==> src/rtl/gdad_pkg.sv <==
`default_nettype none

package gdad_pkg;

  // field widths
  localparam int YearBits = 16;
  localparam int AddBits  = 12;
  // day accumulator holds the start day plus the full day count
  localparam int DayW     = AddBits + 1;
  localparam int CntW     = $clog2(YearBits);

  // gregorian leap cycle, year residue width
  localparam int                    ResW      = 9;
  localparam logic [ResW-1:0]       CycleLast = ResW'(399);
  localparam logic [ResW:0]         CycleLen  = (ResW+1)'(400);
  localparam logic [ResW-1:0]       Century1  = ResW'(100);
  localparam logic [ResW-1:0]       Century2  = ResW'(200);
  localparam logic [ResW-1:0]       Century3  = ResW'(300);

  localparam logic [3:0] MonthJan = 4'd1;
  localparam logic [3:0] MonthFeb = 4'd2;
  localparam logic [3:0] MonthDec = 4'd12;

  typedef struct packed {
    logic [4:0]          in_day;
    logic [3:0]          in_month;
    logic [YearBits-1:0] in_year;
    logic [AddBits-1:0]  add_days;
  } in_item_t;

  typedef struct packed {
    logic [4:0]          out_day;
    logic [3:0]          out_month;
    logic [YearBits-1:0] out_year;
    logic                valid_res;
  } out_item_t;

  typedef enum logic [2:0] {
    StIdle,
    StMod,
    StCheck,
    StWalk,
    StFinish
  } ctrl_state_e;

  typedef struct packed {
    logic load;
    logic mod_step;
    logic check;
    logic walk;
    logic out_write;
  } dp_cmd_t;

  typedef struct packed {
    logic walk_done;
    logic out_busy;
  } dp_sts_t;

  // leap year from the year's residue modulo 400
  function automatic logic is_leap(input logic [ResW-1:0] res);
    logic quad;
    logic cent;
    quad = (res[1:0] == 2'b00);
    cent = (res == Century1) || (res == Century2) || (res == Century3);
    return (quad && !cent) || (res == '0);
  endfunction

  function automatic logic [4:0] month_len(input logic [3:0] month, input logic leap);
    logic [4:0] len;
    case (month)
      4'd1, 4'd3, 4'd5, 4'd7, 4'd8, 4'd10, 4'd12: len = 5'd31;
      4'd4, 4'd6, 4'd9, 4'd11:                    len = 5'd30;
      MonthFeb:                                   len = leap ? 5'd29 : 5'd28;
      default:                                    len = 5'd31;
    endcase
    return len;
  endfunction

endpackage

`default_nettype wire

==> src/rtl/gdad_ctrl.sv <==
`default_nettype none

module gdad_ctrl (
  input  wire logic              clk_i,
  input  wire logic              rst_ni,
  input  wire logic              in_valid_i,
  output logic                   in_stall_o,
  input  wire gdad_pkg::dp_sts_t sts_i,
  output gdad_pkg::dp_cmd_t      cmd_o
);
  import gdad_pkg::*;

  ctrl_state_e     state_q, state_d;
  logic [CntW-1:0] cnt_q, cnt_d;

  always_ff @(posedge clk_i or negedge rst_ni) begin
    if (!rst_ni) begin
      state_q <= StIdle;
      cnt_q   <= '0;
    end else begin
      state_q <= state_d;
      cnt_q   <= cnt_d;
    end
  end

  // next state
  always_comb begin
    state_d = state_q;
    cnt_d   = cnt_q;
    unique case (state_q)
      StIdle: begin
        if (in_valid_i) begin
          state_d = StMod;
          cnt_d   = CntW'(YearBits - 1);
        end
      end
      StMod: begin
        if (cnt_q == '0) begin
          state_d = StCheck;
        end else begin
          cnt_d = cnt_q - 1'b1;
        end
      end
      StCheck: state_d = StWalk;
      StWalk: begin
        if (sts_i.walk_done) begin
          state_d = StFinish;
        end
      end
      StFinish: begin
        if (!sts_i.out_busy) begin
          state_d = StIdle;
        end
      end
      default: state_d = StIdle;
    endcase
  end

  // outputs
  always_comb begin
    cmd_o      = '0;
    in_stall_o = 1'b1;
    unique case (state_q)
      StIdle: begin
        in_stall_o = 1'b0;
        cmd_o.load = in_valid_i;
      end
      StMod:    cmd_o.mod_step  = 1'b1;
      StCheck:  cmd_o.check     = 1'b1;
      StWalk:   cmd_o.walk      = !sts_i.walk_done;
      StFinish: cmd_o.out_write = !sts_i.out_busy;
      default:  cmd_o = '0;
    endcase
  end

endmodule

`default_nettype wire

==> src/rtl/gdad_dp.sv <==
`default_nettype none

module gdad_dp (
  input  wire logic               clk_i,
  input  wire logic               rst_ni,
  input  wire gdad_pkg::in_item_t in_data_i,
  input  wire gdad_pkg::dp_cmd_t  cmd_i,
  output gdad_pkg::dp_sts_t       sts_o,
  output logic                    out_valid_o,
  input  wire logic               out_stall_i,
  output gdad_pkg::out_item_t     out_data_o
);
  import gdad_pkg::*;

  logic [DayW-1:0]     day_q, day_d;
  logic [3:0]          mon_q, mon_d;
  logic [YearBits:0]   year_q, year_d;
  logic [YearBits-1:0] shift_q, shift_d;
  logic [ResW-1:0]     res_q, res_d;
  logic [AddBits-1:0]  add_q;
  logic                bad_q, bad_d;
  out_item_t           out_q, out_d;
  logic                out_valid_q;

  logic [ResW:0]       rem_trial;
  logic [4:0]          cur_len;
  logic [DayW-1:0]     cur_len_ext;
  logic                date_ok;
  logic                over_len;

  assign cur_len     = month_len(mon_q, is_leap(res_q));
  assign cur_len_ext = DayW'(cur_len);
  assign over_len    = (day_q > cur_len_ext);
  assign rem_trial   = {res_q, shift_q[YearBits-1]};
  assign date_ok     = (mon_q >= MonthJan) && (mon_q <= MonthDec) &&
                       (day_q != '0) && !over_len;

  assign sts_o.walk_done = bad_q || !over_len;
  assign sts_o.out_busy  = out_valid_q && out_stall_i;

  always_comb begin
    day_d   = day_q;
    mon_d   = mon_q;
    year_d  = year_q;
    shift_d = shift_q;
    res_d   = res_q;
    bad_d   = bad_q;
    if (cmd_i.load) begin
      day_d   = DayW'(in_data_i.in_day);
      mon_d   = in_data_i.in_month;
      year_d  = {1'b0, in_data_i.in_year};
      shift_d = in_data_i.in_year;
      res_d   = '0;
      bad_d   = 1'b0;
    end else if (cmd_i.mod_step) begin
      // one restoring step of year mod 400, msb first
      shift_d = {shift_q[YearBits-2:0], 1'b0};
      if (rem_trial >= CycleLen) begin
        res_d = ResW'(rem_trial - CycleLen);
      end else begin
        res_d = rem_trial[ResW-1:0];
      end
    end else if (cmd_i.check) begin
      bad_d = !date_ok;
      day_d = day_q + DayW'(add_q);
    end else if (cmd_i.walk) begin
      day_d = day_q - cur_len_ext;
      if (mon_q == MonthDec) begin
        mon_d  = MonthJan;
        year_d = year_q + 1'b1;
        res_d  = (res_q == CycleLast) ? '0 : res_q + 1'b1;
      end else begin
        mon_d = mon_q + 1'b1;
      end
    end
  end

  always_comb begin
    if (bad_q) begin
      out_d = '0;
    end else begin
      out_d.out_day   = day_q[4:0];
      out_d.out_month = mon_q;
      out_d.out_year  = year_q[YearBits-1:0];
      out_d.valid_res = !year_q[YearBits];
    end
  end

  always_ff @(posedge clk_i) begin
    day_q   <= day_d;
    mon_q   <= mon_d;
    year_q  <= year_d;
    shift_q <= shift_d;
    res_q   <= res_d;
    if (cmd_i.load) begin
      add_q <= in_data_i.add_days;
    end
    if (cmd_i.out_write) begin
      out_q <= out_d;
    end
  end

  always_ff @(posedge clk_i or negedge rst_ni) begin
    if (!rst_ni) begin
      bad_q       <= 1'b0;
      out_valid_q <= 1'b0;
    end else begin
      bad_q <= bad_d;
      if (cmd_i.out_write) begin
        out_valid_q <= 1'b1;
      end else if (!out_stall_i) begin
        out_valid_q <= 1'b0;
      end
    end
  end

  assign out_valid_o = out_valid_q;
  assign out_data_o  = out_q;

endmodule

`default_nettype wire

==> src/rtl/gregorian_date_add_days.sv <==
`default_nettype none

// Gregorian date plus day count. An item carries a date (day, month, year) and a
// day count; the result item carries the date that many days later, or all
// zeros with valid_res low when the start date is not a real Gregorian date.
// valid_res is also low when the year runs past the year field; the day and
// month are then still correct and the year is wrapped. One item is worked on
// at a time: the year is first reduced modulo 400 bit by bit for the leap rule,
// a check step then checks the date and adds the count, and the walk consumes
// one month per cycle until the day fits its month. Years are 16 bits and the
// day count reaches at most 4095. The result sits in an output register, so
// the next item is accepted while a finished result still waits to be taken.

module gregorian_date_add_days (
  input  wire logic                clk_i,
  input  wire logic                rst_ni,
  // input items
  input  wire logic                in_valid_i,
  output logic                     in_stall_o,
  input  wire gdad_pkg::in_item_t  in_data_i,
  // result items
  output logic                     out_valid_o,
  input  wire logic                out_stall_i,
  output gdad_pkg::out_item_t      out_data_o
);
  import gdad_pkg::*;

  // command and status between sequencer and datapath
  dp_cmd_t dp_cmd;
  dp_sts_t dp_sts;

  // sequencer: year reduction, date check, month walk, result hand-off
  gdad_ctrl u_ctrl (
    .clk_i      (clk_i),
    .rst_ni     (rst_ni),
    .in_valid_i (in_valid_i),
    .in_stall_o (in_stall_o),
    .sts_i      (dp_sts),
    .cmd_o      (dp_cmd)
  );

  // datapath: date registers, mod-400 residue, output register
  gdad_dp u_dp (
    .clk_i       (clk_i),
    .rst_ni      (rst_ni),
    .in_data_i   (in_data_i),
    .cmd_i       (dp_cmd),
    .sts_o       (dp_sts),
    .out_valid_o (out_valid_o),
    .out_stall_i (out_stall_i),
    .out_data_o  (out_data_o)
  );

endmodule

`default_nettype wire
==> config.mk <==
export PLATFORM = sky130hd
export DESIGN_NAME = gregorian_date_add_days
export DESIGN_NICKNAME = d
export VERILOG_FILES = /design/src/rtl/gdad_pkg.sv /design/src/rtl/gdad_ctrl.sv /design/src/rtl/gdad_dp.sv /design/src/rtl/gregorian_date_add_days.sv
export SDC_FILE = /design/constraint.sdc
export NUM_CORES = 1
export LEC_CHECK = 0
export ABC_CLOCK_PERIOD_IN_PS = 5540
export BUFFER_PORTS_ARGS = -buffer_cell sky130_fd_sc_hd__buf_2
export CORE_MARGIN = 2
export CORE_UTILIZATION = 61
export CTS_BUF_LIST = sky130_fd_sc_hd__clkbuf_8
export DETAILED_ROUTE_END_ITERATION = 10
export PLACE_DENSITY_LB_ADDON = 0.08
export SETUP_SLACK_MARGIN = 0.05
export SLEW_MARGIN = 20
export SYNTH_ARGS = -nofsm -noshare
export SYNTH_HDL_FRONTEND = slang
export SYNTH_SLANG_ARGS = --single-unit
==> constraint.sdc <==
create_clock -name clk_i -period 5.54 [get_ports clk_i]
set_clock_uncertainty 0.2 [all_clocks]
set_input_delay 0.831 -clock clk_i [delete_from_list [all_inputs] [get_ports clk_i]]
set_output_delay 0.831 -clock clk_i [all_outputs]
set_load 0.02 [all_outputs]
==> results.sh <==
export IMPL_status="finished, final reports clean"
export IMPL_cts_resized=0
export IMPL_grt_pass1_wl_um=18900
export IMPL_leakagePower_nw=2.53
export IMPL_worstSkewPairLatency_ns=0.37
export IMPL_p_sw_share_pct=42.3
export IMPL_gp_congestion=0.881
export IMPL_grt_overflow_total=0
export IMPL_post_cts_setup_buffer_count=0
export IMPL_initial_core_util_pct=62.6
export IMPL_synth_top_family_by_area="simple AND/OR/NAND/NOR gates"
export IMPL_htreeDepth=3
export IMPL_reg2reg_to="u_dp.res_q[8]"
export IMPL_combPwrFrac_pct=44.0
export IMPL_crit_fanout=13
export IMPL_synth_edf_count=79
export IMPL_regArea_um2=2960
export IMPL_synth_compound_area_share_pct=13.9
export IMPL_power_internal_mw=2.16
export IMPL_synth_most_common_cell="nand2_1"
export IMPL_multi_input_area_um2=2630
export IMPL_p_switching_mw=1.59
export IMPL_worstSetupStartpoint="u_dp.res_q[5]"
export IMPL_ys_ff_latch=106
export IMPL_yosysSeqAreaShare_pct=51.1
export IMPL_synth_area_um2=5790
export IMPL_chipHeight_um=101
export IMPL_synthSimpleGateAreaFrac_pct=19.4
export IMPL_timing_rr_start="u_dp.res_q[5]"
export IMPL_pwr_share_clk_pct=13.7
export IMPL_n_fill_cell=720
export IMPL_drt_iter0_drc=245
export IMPL_max_vdd_ir_drop_uv=298
export IMPL_pin_count=69
export IMPL_cts_tree="built"
export IMPL_slowest_delay_ns=0.56
export IMPL_whs_ns=0.101
export IMPL_drv_cap=0
export IMPL_dieArea_um2=10300
export IMPL_crit_chain="nor4bb_1, a31o_2, a31oi_1, o21ai_0, a21oi_1, ha_1, nor2b_1, o211a_1, o21ai_2, nor3_2, a311oi_1, a311o_1"
export IMPL_setup_viol=0
export IMPL_cts_made_buffers=9
export IMPL_seqPwrFrac_pct=42.3
export IMPL_antenna_cells=0
export IMPL_fin_nets=689
export IMPL_drive_above_1_share_pct=17.4
export IMPL_dr_pass1_iters=5
export IMPL_power_per_cell_area_nw_per_um2=583
export IMPL_cts_root_buf="clkbuf_8"
export IMPL_slew_headroom_pct=44.2
export IMPL_worst_setup_path_end_kind="flip-flop"
export IMPL_finalCriticalPeriod_ns=3.58
export IMPL_fp_dieW_um=101
export IMPL_synth_xor_area_share_pct=5.45
export IMPL_routedWlPerCell_um=15.4
export IMPL_grt_setup_unrepaired="false"
export IMPL_r2r_cells=12
export IMPL_fp_row_count=35
export IMPL_postRouteAntennaNets=0
export IMPL_grt_pass1_vias=3908
export IMPL_hold_path_class="input port to async pin"
export IMPL_drcViolationCount=0
export IMPL_yosysWarnings=0
export IMPL_path_clk_slew_ns=0.11
export IMPL_synth_cell_types=72
export IMPL_synth_area_leaders="edfxtp_1, dfxtp_1, ha_1"
export IMPL_clock_path_buffers=2
export IMPL_ys_top_cells_by_count="nand2_1, edfxtp_1, nor2_1, a21oi_1, o21ai_0"
export IMPL_yosys_area_top_type="edfxtp_1"
export IMPL_hold_violations=0
export IMPL_finalWirelength_um=11600
export IMPL_track_usage_pct=23.5
export IMPL_ys_flop_type="edfxtp_1"
export IMPL_grt_max_degree=48
export IMPL_synthAdderAreaFrac_pct=6.10
export IMPL_io_buffers=68
export IMPL_worst_path_max_delay_cell="dfxtp_1"
export IMPL_startpoint_type="flip-flop"
export IMPL_synth_top_area_share_pct=41.0
export IMPL_crit_type="flip-flop to flip-flop"
export IMPL_final_max_slew_viol_count=0
export IMPL_synth_cells=565
export IMPL_synth_fp_nets=633
export IMPL_required_ns=5.60
export IMPL_antenna_found_initial=0
export IMPL_place_area_um2=6210
export IMPL_dp_hpwl_um=8400
export IMPL_dr_total_vias=4239
export IMPL_timing_final_crit_share_pct=64.6
export IMPL_drt_vias_per_instance=5.61
export IMPL_crit_arrival_ns=3.64
export IMPL_worst_pin_slew_ns=0.836
export IMPL_area_growth_pct=11.0
export IMPL_cts_sinks=106
export IMPL_final_area_um2=6420
export IMPL_muxShareOfSynthArea_pct=0.519
export IMPL_synthArstFlopShare_pct=8.49
export IMPL_tns_ns=0
export IMPL_r2r_slack_ns=1.96
export IMPL_timing_fmax_mhz=279
export IMPL_syn_avg_cell_area_um2=10.2
export IMPL_fp_coreArea_um2=9240
export IMPL_postCtsHoldBufs=0
critical path, delay by kind of cell (launching register included):
family / cells / cell delay [ns]
AO/OA/AOI/OAI: 8 / 1.55
adder cells (fa/ha/maj): 1 / 0.22
flip-flops: 1 / 0.56
AND/OR/NAND/NOR: 3 / 0.93
cell usage in the layout, fill, tap and decap left out, types with 6 or more instances in the layout:
master,instances
edfxtp_1,79
xnor2_1,21
o31ai_1,7
dfxtp_1,18
clkbuf_8,9
dfrtp_1,9
nand3_1,17
ha_1,25
o21ai_0,34
nand4_1,9
a31oi_1,8
buf_2,68
inv_1,21
nor2b_1,15
nor2_1,41
xor2_1,15
a21oi_1,35
nand2_1,83
and2b_1,6
sequential cells by signal (all words and copies together) (netlist names), 3 cells and up:
name             count
u_dp.res_q           9
u_dp.add_q          12
u_dp.mon_q           4
u_dp.shift_q        16
u_ctrl.state_q       3
u_dp.year_q         17
u_ctrl.cnt_q         4
u_dp.out_data_o     26
u_dp.day_q          13
layer usage:
layer | global-route usage, % | wire [um] | vias up
met5 | 0 | 0 | -
met4 | 7.17 | 104 | 0
met3 | 2.55 | 460 | 9
met2 | 36.7 | 5340 | 98
met1 | 34.9 | 5690 | 1981
li1 | - | - | 2151
worst max-delay path by stage:
stage,endpoint,slack (ns),cells after the start
floorplan,u_dp.year_q[0],1.59,12
global placement,u_dp.res_q[8],2.17,12
detailed placement,u_dp.res_q[8],2.05,12
CTS,u_dp.res_q[8],1.96,12
global route,u_dp.res_q[8],1.71,12
finish,u_dp.res_q[8],1.96,12
kinds of logic (layout without fill, tap and decap cells):
family | Yosys count | in the layout
AOI/OAI and AO/OA | 126 | 126
xor gates and xnor gates | 36 | 36
adders and majority gates | 27 | 27
buffers and inverters | 49 | 110
DFF | 106 | 106
muxes | 3 | 3
and+or+nand+nor | 218 | 218
stage by stage:
step	cells	total power, mW	setup WS [ns]	util, %
after CTS	755	3.74	1.96	69.5
after global routing	755	4.03	1.71	69.5
after detailed placement	739	3.23	2.05	67.2
final	755	3.75	1.96	69.5
after global placement	739	3.17	2.17	67.2
after floorplan	565	2.84	1.59	-
power by group through the flow:
stage	clock (mW)	sequential, mW	combinational [mW]
2_1_floorplan	0	1.48	1.36
3_3_place_gp	0	1.58	1.59
3_5_place_dp	0	1.60	1.63
4_1_cts	0.517	1.58	1.64
5_1_grt	0.543	1.63	1.85
6_report	0.514	1.59	1.65
cell type report:
class                      count  area share [%]
multi-input combinational    410            41.0
timing repair buffer          73            5.88
sequential                   106            46.0
clock buffer                   9            1.93
tap                          129            2.51
inverter                      21            1.23
clock inverter                 7            1.44
Note: power is estimated with default switching activity, not from simulation.
